===== src/rtl/deq_pkg.sv =====
// deq_pkg: request codes, status codes and shared widths for the deque
// depends on: nothing

package deq_pkg;

    // request and response field widths fixed by the request and response format
    localparam int FUNC_W   = 3;
    localparam int STATUS_W = 2;

    // request codes
    localparam logic [FUNC_W-1:0] FN_PUSH_FRONT = 3'd0;
    localparam logic [FUNC_W-1:0] FN_PUSH_BACK  = 3'd1;
    localparam logic [FUNC_W-1:0] FN_POP_FRONT  = 3'd2;
    localparam logic [FUNC_W-1:0] FN_POP_BACK   = 3'd3;
    localparam logic [FUNC_W-1:0] FN_PEEK_FRONT = 3'd4;
    localparam logic [FUNC_W-1:0] FN_PEEK_BACK  = 3'd5;
    localparam logic [FUNC_W-1:0] FN_COUNT      = 3'd6;

    // response status codes
    localparam logic [STATUS_W-1:0] ST_OK    = 2'd0;
    localparam logic [STATUS_W-1:0] ST_EMPTY = 2'd1;
    localparam logic [STATUS_W-1:0] ST_FULL  = 2'd2;

    // controller to datapath commands
    typedef struct packed {
        logic accept;    // request taken this cycle
        logic load_out;  // move pending result into output register
    } t_dp_cmd;

endpackage


===== src/rtl/deq_if.sv =====
// deq_req_if / deq_rsp_if: valid/ready channels for requests and responses
// depends on: deq_pkg

interface deq_req_if #(
    parameter int DATA_WIDTH = 32
);
    logic                             valid;
    logic                             ready;
    logic [deq_pkg::FUNC_W-1:0]       func;
    logic signed [DATA_WIDTH-1:0]     push_value;

    modport source (output valid, output func, output push_value, input ready);
    modport sink   (input valid, input func, input push_value, output ready);
endinterface

interface deq_rsp_if #(
    parameter int DATA_WIDTH = 32,
    parameter int COUNT_W    = 5
);
    logic                             valid;
    logic                             ready;
    logic signed [DATA_WIDTH-1:0]     read_value;
    logic [deq_pkg::STATUS_W-1:0]     status;
    logic [COUNT_W-1:0]               count;

    modport source (output valid, output read_value, output status, output count,
                    input ready);
    modport sink   (input valid, input read_value, input status, input count,
                    output ready);
endinterface


===== src/rtl/deq_ctrl.sv =====
// deq_ctrl: request sequencing, input ready and output valid
// depends on: deq_pkg

module deq_ctrl (
    input  logic             i_clk,
    input  logic             i_rst_n,
    input  logic             i_in_valid,
    output logic             o_in_ready,
    output logic             o_out_valid,
    input  logic             i_out_ready,
    output deq_pkg::t_dp_cmd o_cmd
);

    localparam logic S_IDLE = 1'b0;
    localparam logic S_READ = 1'b1;

    logic r_state;
    logic n_state;
    logic r_out_valid;
    logic n_out_valid;
    logic out_free;

    // output register can take a result this cycle
    assign out_free = !r_out_valid || i_out_ready;

    // next state and commands
    always_comb begin
        n_state         = r_state;
        n_out_valid     = r_out_valid;
        o_cmd.accept    = 1'b0;
        o_cmd.load_out  = 1'b0;
        o_in_ready      = 1'b0;
        if (r_out_valid && i_out_ready) begin
            n_out_valid = 1'b0;
        end
        unique case (r_state)
            S_IDLE: begin
                o_in_ready = 1'b1;
                if (i_in_valid) begin
                    o_cmd.accept = 1'b1;
                    n_state      = S_READ;
                end
            end
            S_READ: begin
                if (out_free) begin
                    o_cmd.load_out = 1'b1;
                    n_out_valid    = 1'b1;
                    n_state        = S_IDLE;
                end
            end
            default: n_state = S_IDLE;
        endcase
    end

    // state registers
    always_ff @(posedge i_clk) begin
        if (!i_rst_n) begin
            r_state     <= S_IDLE;
            r_out_valid <= 1'b0;
        end else begin
            r_state     <= n_state;
            r_out_valid <= n_out_valid;
        end
    end

    assign o_out_valid = r_out_valid;

endmodule


===== src/rtl/deq_datapath.sv =====
// deq_datapath: ring store, head/tail pointers, entry count and output register
// depends on: deq_pkg

module deq_datapath #(
    parameter int DEPTH      = 16,
    parameter int DATA_WIDTH = 32,
    parameter int PTR_W      = 4,
    parameter int COUNT_W    = 5
) (
    input  logic                         i_clk,
    input  logic                         i_rst_n,
    input  deq_pkg::t_dp_cmd             i_cmd,
    input  logic [deq_pkg::FUNC_W-1:0]   i_func,
    input  logic [DATA_WIDTH-1:0]        i_push_value,
    output logic [DATA_WIDTH-1:0]        o_read_value,
    output logic [deq_pkg::STATUS_W-1:0] o_status,
    output logic [COUNT_W-1:0]           o_count
);

    localparam logic [DATA_WIDTH-1:0] MIN_VAL  = DATA_WIDTH'(1) << (DATA_WIDTH - 1);
    localparam logic [PTR_W-1:0]      LAST_PTR = PTR_W'(DEPTH - 1);
    localparam logic [COUNT_W-1:0]    FULL_CNT = COUNT_W'(DEPTH);

    logic [DATA_WIDTH-1:0] mem [DEPTH];
    logic [DATA_WIDTH-1:0] r_rdata;

    logic [PTR_W-1:0]      r_head, n_head;
    logic [PTR_W-1:0]      r_tail, n_tail;
    logic [COUNT_W-1:0]    r_count, n_count;
    logic [deq_pkg::STATUS_W-1:0] r_pend_status, n_pend_status;
    logic                  r_pend_mem, n_pend_mem;
    logic                  r_pend_min, n_pend_min;

    logic [DATA_WIDTH-1:0]        r_out_value;
    logic [deq_pkg::STATUS_W-1:0] r_out_status;
    logic [COUNT_W-1:0]           r_out_count;

    logic [PTR_W-1:0] head_prev, head_next, tail_prev, tail_next;
    logic [PTR_W-1:0] mem_addr;
    logic             mem_we, mem_re;
    logic             is_full, is_empty;

    // ring pointer neighbors with wrap
    assign head_prev = (r_head == '0) ? LAST_PTR : r_head - 1'b1;
    assign head_next = (r_head == LAST_PTR) ? '0 : r_head + 1'b1;
    assign tail_prev = (r_tail == '0) ? LAST_PTR : r_tail - 1'b1;
    assign tail_next = (r_tail == LAST_PTR) ? '0 : r_tail + 1'b1;

    assign is_full  = (r_count == FULL_CNT);
    assign is_empty = (r_count == '0);

    // request decode
    always_comb begin
        n_head        = r_head;
        n_tail        = r_tail;
        n_count       = r_count;
        n_pend_status = deq_pkg::ST_OK;
        n_pend_mem    = 1'b0;
        n_pend_min    = 1'b0;
        mem_addr      = r_head;
        mem_we        = 1'b0;
        mem_re        = 1'b0;
        unique case (i_func) inside
            deq_pkg::FN_PUSH_FRONT, deq_pkg::FN_PUSH_BACK: begin
                if (is_full) begin
                    n_pend_status = deq_pkg::ST_FULL;
                end else begin
                    mem_we  = 1'b1;
                    n_count = r_count + 1'b1;
                    if (i_func == deq_pkg::FN_PUSH_FRONT) begin
                        n_head   = head_prev;
                        mem_addr = head_prev;
                    end else begin
                        mem_addr = r_tail;
                        n_tail   = tail_next;
                    end
                end
            end
            deq_pkg::FN_POP_FRONT, deq_pkg::FN_POP_BACK,
            deq_pkg::FN_PEEK_FRONT, deq_pkg::FN_PEEK_BACK: begin
                if (is_empty) begin
                    n_pend_status = deq_pkg::ST_EMPTY;
                    n_pend_min    = 1'b1;
                end else begin
                    mem_re     = 1'b1;
                    n_pend_mem = 1'b1;
                    if (i_func == deq_pkg::FN_POP_FRONT ||
                        i_func == deq_pkg::FN_PEEK_FRONT) begin
                        mem_addr = r_head;
                    end else begin
                        mem_addr = tail_prev;
                    end
                    if (i_func == deq_pkg::FN_POP_FRONT) begin
                        n_head  = head_next;
                        n_count = r_count - 1'b1;
                    end else if (i_func == deq_pkg::FN_POP_BACK) begin
                        n_tail  = tail_prev;
                        n_count = r_count - 1'b1;
                    end
                end
            end
            default: begin
                // count request and unused code
                n_pend_status = deq_pkg::ST_OK;
            end
        endcase
    end

    // ring store, one access per request, registered read
    always_ff @(posedge i_clk) begin
        if (i_cmd.accept && mem_we) begin
            mem[mem_addr] <= i_push_value;
        end
        if (i_cmd.accept && mem_re) begin
            r_rdata <= mem[mem_addr];
        end
    end

    // pointers and count
    always_ff @(posedge i_clk) begin
        if (!i_rst_n) begin
            r_head  <= '0;
            r_tail  <= '0;
            r_count <= '0;
        end else if (i_cmd.accept) begin
            r_head  <= n_head;
            r_tail  <= n_tail;
            r_count <= n_count;
        end
    end

    // pending result fields
    always_ff @(posedge i_clk) begin
        if (i_cmd.accept) begin
            r_pend_status <= n_pend_status;
            r_pend_mem    <= n_pend_mem;
            r_pend_min    <= n_pend_min;
        end
    end

    // output register
    always_ff @(posedge i_clk) begin
        if (i_cmd.load_out) begin
            if (r_pend_mem) begin
                r_out_value <= r_rdata;
            end else if (r_pend_min) begin
                r_out_value <= MIN_VAL;
            end else begin
                r_out_value <= '0;
            end
            r_out_status <= r_pend_status;
            r_out_count  <= r_count;
        end
    end

    assign o_read_value = r_out_value;
    assign o_status     = r_out_status;
    assign o_count      = r_out_count;

endmodule


===== src/rtl/double_ended_queue.sv =====
// double_ended_queue: top level of the ring-buffer deque
// depends on: deq_pkg, deq_if, deq_ctrl, deq_datapath
//
//   channel  | dir | payload                     | handshake
//   ---------+-----+-----------------------------+-----------------------
//   i_req    | in  | func, push_value            | valid/ready, sink
//   o_rsp    | out | read_value, status, count   | valid/ready, source
//
// a request is accepted in S_IDLE, which does its ring store access and pointer
// update, if any; in S_READ, once the output register is free, the registered read
// data moves into the output register. no new request is taken in S_READ.
// reset (i_rst_n low, synchronous) empties the queue; store contents stay.
// a stalled response holds in the output register; the next request is taken
// meanwhile and waits in the datapath until the output register frees.

module double_ended_queue #(
    parameter int DEPTH      = 16,
    parameter int DATA_WIDTH = 32
) (
    input  logic          i_clk,
    input  logic          i_rst_n,
    deq_req_if.sink       i_req,
    deq_rsp_if.source     o_rsp
);

    localparam int PTR_W   = $clog2(DEPTH);
    localparam int COUNT_W = $clog2(DEPTH + 1);

    deq_pkg::t_dp_cmd cmd;

    deq_ctrl u_ctrl (
        .i_clk       (i_clk),
        .i_rst_n     (i_rst_n),
        .i_in_valid  (i_req.valid),
        .o_in_ready  (i_req.ready),
        .o_out_valid (o_rsp.valid),
        .i_out_ready (o_rsp.ready),
        .o_cmd       (cmd)
    );

    deq_datapath #(
        .DEPTH      (DEPTH),
        .DATA_WIDTH (DATA_WIDTH),
        .PTR_W      (PTR_W),
        .COUNT_W    (COUNT_W)
    ) u_datapath (
        .i_clk        (i_clk),
        .i_rst_n      (i_rst_n),
        .i_cmd        (cmd),
        .i_func       (i_req.func),
        .i_push_value (i_req.push_value),
        .o_read_value (o_rsp.read_value),
        .o_status     (o_rsp.status),
        .o_count      (o_rsp.count)
    );

endmodule

===== src/flat_wrapper.sv =====
// flat-port wrapper written by rule: the top's interface ports become plain ports
module double_ended_queue_flat 
#(
    parameter int DEPTH      = 16,
    parameter int DATA_WIDTH = 32
)
  (i_clk, i_rst_n, i_req_valid, i_req_func, i_req_push_value, i_req_ready, o_rsp_valid, o_rsp_read_value, o_rsp_status, o_rsp_count, o_rsp_ready);
  deq_req_if #(.DATA_WIDTH(DATA_WIDTH)) i_req_i ();
  deq_rsp_if #(.DATA_WIDTH(DATA_WIDTH)) o_rsp_i ();
  input  logic i_clk;
  input  logic i_rst_n;
  input wire logic [$bits(i_req_i.valid)-1:0] i_req_valid;
  input wire logic [$bits(i_req_i.func)-1:0] i_req_func;
  input wire logic [$bits(i_req_i.push_value)-1:0] i_req_push_value;
  output wire logic [$bits(i_req_i.ready)-1:0] i_req_ready;
  output wire logic [$bits(o_rsp_i.valid)-1:0] o_rsp_valid;
  output wire logic [$bits(o_rsp_i.read_value)-1:0] o_rsp_read_value;
  output wire logic [$bits(o_rsp_i.status)-1:0] o_rsp_status;
  output wire logic [$bits(o_rsp_i.count)-1:0] o_rsp_count;
  input wire logic [$bits(o_rsp_i.ready)-1:0] o_rsp_ready;
  assign i_req_i.valid = i_req_valid;
  assign i_req_i.func = i_req_func;
  assign i_req_i.push_value = i_req_push_value;
  assign i_req_ready = i_req_i.ready;
  assign o_rsp_valid = o_rsp_i.valid;
  assign o_rsp_read_value = o_rsp_i.read_value;
  assign o_rsp_status = o_rsp_i.status;
  assign o_rsp_count = o_rsp_i.count;
  assign o_rsp_i.ready = o_rsp_ready;
  double_ended_queue #(.DEPTH(DEPTH), .DATA_WIDTH(DATA_WIDTH)) u_core (.i_clk(i_clk), .i_rst_n(i_rst_n), .i_req(i_req_i), .o_rsp(o_rsp_i));
endmodule

===== config.mk =====
export PLATFORM = sky130hd
export DESIGN_NAME = double_ended_queue_flat
export DESIGN_NICKNAME = d
export VERILOG_FILES = /design/src/rtl/deq_pkg.sv /design/src/rtl/deq_if.sv /design/src/rtl/deq_ctrl.sv /design/src/rtl/deq_datapath.sv /design/src/rtl/double_ended_queue.sv /design/src/flat_wrapper.sv
export SDC_FILE = /design/constraint.sdc
export NUM_CORES = 1
export LEC_CHECK = 0
export ABC_AREA = 1
export BUFFER_PORTS_ARGS = -buffer_cell sky130_fd_sc_hd__buf_4
export CORE_AREA = 8 8 238 263
export DETAILED_ROUTE_END_ITERATION = 7
export DIE_AREA = 0 0 246 271
export SYNTH_ARGS = -nofsm -noshare
export SYNTH_HDL_FRONTEND = slang
export SYNTH_HIERARCHICAL = 1
export SYNTH_SLANG_ARGS = --single-unit

===== constraint.sdc =====
create_clock -name i_clk -period 4.8 [get_ports i_clk]
set_clock_uncertainty 0.2 [all_clocks]
set_input_delay 0.24 -clock i_clk [delete_from_list [all_inputs] [get_ports i_clk]]
set_output_delay 0.24 -clock i_clk [all_outputs]
set_load 0.05 [all_outputs]

# After elaboration in Yosys (flattened, before gate mapping)
# Memory sizes are Yosys's and may differ from the RTL's. A register that Yosys moved wholly into a read port is not among the register bits.
# Cells that the tools add are included.
[word_totals]
ram_bits = 512
inputBits = 39
ff_bits = 58
memories = 1
output_inout_bits = 41
[memory_table]
columns = ["memory", "words", "width", "rd", "rd_ports_with_merged_regs", "write_ports", "line", "source"]
rows = [
  ["u_core.u_datapath.mem", 16, 32, 1, 1, 1, "deq_datapath.sv:24", "logic [DATA_WIDTH-1:0] mem [DEPTH];"],
]
[op_classes]
muxes = 47
bitwise = 1
n_addsub = 6
n_reduce_logical = 16
eq_ne = 16
[ops]
columns = ["cell", "count"]
rows = [
  ["2-to-1 mux 4 bit", 17],
  ["2-to-1 mux 32 bit", 2],
  ["one-hot mux 4 bit (2 select lines)", 3],
  ["2-to-1 mux 5 bit", 4],
  ["2-to-1 mux 1 bit", 17],
  ["!= test 2 bit, second input constant", 7],
  ["one-hot mux 5 bit (2 select lines)", 1],
  ["adder 4 x 1 -> 4 bit, second input constant", 2],
  ["equality test 4 bit, second input constant", 2],
  ["logical NOT 4 bit", 2],
  ["subtractor 4 x 1 -> 4 bit, second input constant", 2],
  ["AND reduction 7 bit", 1],
  ["equality test 3 x 2 -> 1 bit, second input constant", 2],
  ["equality test 3 bit, second input constant", 2],
  ["AND reduction 6 bit", 1],
  ["adder 5 x 1 -> 5 bit, second input constant", 1],
  ["equality test 5 bit, second input constant", 1],
  ["logical NOT 5 bit", 1],
  ["AND reduction 5 bit", 1],
  ["subtractor 5 x 1 -> 5 bit, second input constant", 1],
  ["one-hot mux 2 bit (2 select lines)", 1],
  ["OR reduction 4 bit", 1],
  ["equality test 3 x 1 -> 1 bit, second input constant", 1],
  ["logical AND 1 bit", 3],
  ["9 further kinds", 10],
]

# Longest topological paths before layout
[depth]
ltp_word = 6
depth_mapped = 18

# Modules after synthesis
# Netlist, hierarchy kept.
[modules_own_cells]
columns = ["mod", "cells_each", "seq_area_each_um2", "area_per_inst_um2", "n_inst"]
rows = [
  ["deq_datapath", 2460, 17887.2, 25728.4, 1],
  ["deq_ctrl", 11, 40.0, 83.8, 1],
]

# Worst setup path after synthesis
# OpenSTA, ideal clock, no wires.
[synth_path]
path_type = "input -> register"
startpoint = "input port i_req_func[2]"
endpoint = "memory u_core.u_datapath.mem[14][0] (enable)"
setup_time_ns = 0.421
stages = 11
t_arrival_ns = 3.306
setup_slack_ns = 0.873
cell_sequence = "inv_1 ha_1 clkbuf_1 inv_2 o21ai_4 nand2_1 nand2_1 buf_2 buf_2 nand4_1 nor2_1"
[synth_via]
elab_chain_cells = 6
[synth_lines]
columns = ["item", "line", "source"]
rows = [
  ["start: declaration", "flat_wrapper.sv:13", "input wire logic [$bits(i_req_i.func)-1:0] i_req_func;"],
  ["equality test 3 x 1 -> 1 bit (no source line) / logical NOT 3 bit (equally long branches)", "--", ""],
  ["OR reduction 2 bit", "deq_datapath.sv:63", "unique case (i_func) inside"],
  ["2-to-1 mux 1 bit", "deq_datapath.sv:63", ""],
  ["logical AND 1 bit", "deq_datapath.sv:111", "if (i_cmd.accept && mem_we) begin"],
  ["2-to-1 mux 1 bit", "deq_datapath.sv:111", ""],
  ["2-to-1 mux 1 bit (implied by the code)", "deq_datapath.sv:112", "mem[mem_addr] <= i_push_value;"],
  ["end: declaration", "deq_datapath.sv:24", ""],
]
# Parallel ways exist; a longest one is shown, timed or not.

# Worst setup path in the final report
[layout_path]
startpoint = "input port i_req_func[2]"
endpoint = "memory u_core.u_datapath.mem[1][18] (enable)"
# The elaborated chain is that of the path after synthesis.

==> implementation parameters <==
Parameter                              Value

Final layout
  Filler cells    5074
  Count of nets after finishing    2626
  Most frequent cells in the layout    1165 x nand2_1, 587 x edfxtp_1, 313 x nand3_1
  Area grow syn2layout    16.00%
  Most frequent standard cell in the layout excluding fill and tap cells    nand2_1
  Combined flip-flop and latch cell area    17930 um2
  Fraction of layout cells with a size suffix above 1    10.08%
  Diode insertion count for antenna repair    0
  Non-filler cells, final    3388
  Total area of multi-input combinational cells    6878 um2

Power
  Share of power burned in the clock network    38.4%
  Overall power after layout    13210 uW
  Largest vdd supply drop    0.2195 mV
  Sequential share of power    45.2%
  Leakage power summed over all cells    0.01236 uW
  Cell-internal power    9564 uW
  Share of power burned in combinational logic    16.4%
  Switching power    3646 uW
  Power density over the cells    441.2 nW/um2
  Net switching fraction of the power    27.60%

Clock network
  CTS tree    done
  Number of sinks driven by the clock tree    602
  Clock tree root buffer cell    clkbuf_16
  Clock latency reported for the late side of the worst-skew pair    0.60 ns
  PostCTS Resize Cnt    0
  Max Root-Sink Buffers    3
  H-tree level count    3
  Number of buffers inserted to repair setup after CTS    0
  Clock transition at the registers of the reported paths    0.06 ns
  Cts bufs inserted    66
  Number of hold buffers added after CTS    40

Synthesis
  Synthesis warning total    6
  Cell Area, Synth    25810 um2
  Share of the yosys chip area belonging to registers    69.45%
  Number of distinct library cells after synthesis    36
  Flop and latch count out of synthesis    602
  Post-synthesis cell count    2471
  Syn avg cell area    10.45 um2
  Syn nets    2521

STA
  Worst Slack Setup Final    1.167 ns
  Fmax    275.3 MHz
  Final total negative setup slack    0 ns
  Clock period minus worst slack    3.633 ns
  Slew at the pin closest to its max-slew limit    1.179 ns
  Max-slew violation count    0
  Number of hold violations in the final report    0
  Headroom to the max-slew limit    21.42%
  Count of endpoints failing setup in the final report    0
  Unrepaired setup endpoints after global routing    false
  Post-Route Hold Slack    0.2454 ns
  Fraction of the cycle the final worst path needs    75.68%

Drt
  Via count normalized by instance count    5.202
  Final routed wire length divided by cell count    19.13 um
  Final wirelength    64800 um
  Antenna-violating nets left    0
  DR DRC count    0
  Initial DRC count    1576
  DR pass1 iterations    7
  Vias    17620

GRT
  Initial antenna violation count    0
  Total GRT Usage    19.23%
  Vias in the first global route    17450
  First-pass GRT wire length    100100 um
  Maximum number of pins on one net before global-route repair    139
  Total gr overflow    0

Die
  Floorplan die area    66670 um2
  Effective utilization at floorplan    44.45%
  IO Count    80
  Number of core rows    93
  Chip Height    271 um
  X dimension of the die    246 um
  Standard cell core area    58060 um2

Place
  Number of instances in the placed design    3228
  Setup slack after placement    1.174 ns
  Final weighted congestion in routability-driven placement    0.7969
  Placed wire-length estimate after detailed placement    34850 um
  IO Port Bufs    79

Critical path
  CP max FO    42
  Worst path required time    4.89 ns
  Data arrival at the endpoint of the critical path    3.72 ns
  Crit start category    input pin
  Most frequent cell on the critical path    nand2_8
  Critical Setup Path Class    input pin to register
  Library cell contributing the largest single delay on the critical path    nor2_4
  Type of destination of the critical path    register
  Stage delay of the slowest cell on the critical path    0.58 ns
  Ordered list of cells on the worst path    dlygate4sd3_1 -> buf_4 -> inv_1 -> ha_1 -> inv_2 -> o21ai_4 -> nand2_8 -> nand2_8 -> nand3_1 -> nor2_4 -> buf_12

Outcome
  Run status    finished clean

Min path
  Path class of the lowest-slack min-delay path    register to register

Job
  Total of max-cap violations    0
## worst paths after layout
path	end	depth (start not counted)	slack, ns	startpoint
min reg2reg	u_core/u_datapath/o_status[0]	0	0.25	u_core/u_datapath/r_pend_status[0]
max reg2reg	u_core/u_datapath/mem[0][11]	11	1.18	u_core/u_datapath/r_head[0]
max	u_core/u_datapath/mem[1][18]	11	1.17	i_req_func[2]
min	u_core/u_datapath/o_status[0]	0	0.25	u_core/u_datapath/r_pend_status[0]
## layout make-up
cell class / count / share of cell area [%]
multi-input cells: 1602 / 22.97
clock buffers: 85 / 6.109
clock inverters: 35 / 1.124
well taps: 760 / 3.176
repair buffers: 170 / 5.056
flip-flops and latches: 602 / 59.87
inverters: 134 / 1.688
## flip-flops by register name (all words and copies together) (netlist names), 2 cells and up
| name | cells |
|---|---|
| u_core/u_datapath/mem | 512 |
| u_core/u_datapath/r_tail | 4 |
| u_core/u_datapath/r_head | 4 |
| u_core/u_datapath/o_status | 2 |
| u_core/u_datapath/o_count | 5 |
| u_core/u_datapath/r_pend_status | 2 |
| u_core/u_datapath/r_rdata | 32 |
| u_core/u_datapath/r_count | 5 |
| u_core/u_datapath/o_read_value | 32 |
## critical path: cells and delay by family
kind	cells	cell delay [ns]
buffers and inverters	5	1.15
adders and majority gates	1	0.53
AOI/OAI and AO/OA	1	0.26
and+or+nand+nor	4	1.50
## power groups by stage
| stage | clock (uW) | combinational (uW) | sequential, uW |
|---|---|---|---|
| 6_report | 5070 | 2170 | 5970 |
| 2_1_floorplan | 0 | 1420 | 6150 |
| 4_1_cts | 5160 | 2180 | 5970 |
| 5_1_grt | 5350 | 2440 | 5970 |
| 3_3_place_gp | 0 | 2120 | 6080 |
| 3_5_place_dp | 0 | 2140 | 6080 |
## layer usage
metal	part of all wire, %	global-route usage (%)
met5	0	0
met4	2.5	6.410
met3	5.6	2.848
met2	48	32.03
met1	44	25.54
## metrics by stage
stage	instance area, um2	util [%]
after CTS	29940	51.57
after detailed placement	27380	47.15
after global placement	27380	47.15
final	29940	51.57
after global routing	29940	51.57
after floorplan	25810	-
## Yosys cell counts, drive strengths merged
cell type	count	area (um2)
a211oi	2	15.01
nand3	313	1567
ha	10	125.1
a21boi	1	7.510
xnor2	1	8.760
buf	120	649.4
xor2	6	52.55
mux2	1	11.26
nor2	46	182.7
a21oi	19	98.85
o31ai	1	7.510
a31oi	2	12.51
nand4	3	18.77
nand2	1169	4400
nor3	2	15.01
edfxtp	587	17630
clkbuf	13	48.80
o211ai	1	7.510
inv	134	503.0
fa	1	20.02
o21ai	23	126.4
dfxtp	15	300.3
o21a	1	7.510
## cell families after synthesis
| kind of cell | after synthesis | share of synthesized area [%] |
|---|---|---|
| AND/OR/NAND/NOR | 1533 | 23.96 |
| flip-flops | 602 | 69.45 |
| buffers and inverters | 267 | 4.653 |
| AO/OA/AOI/OAI | 50 | 1.096 |
| adder cells (fa/ha/maj) | 11 | 0.5623 |
| XOR/XNOR | 7 | 0.2375 |
| multiplexers | 1 | 0.04362 |
(Power assumes the default switching activity.)
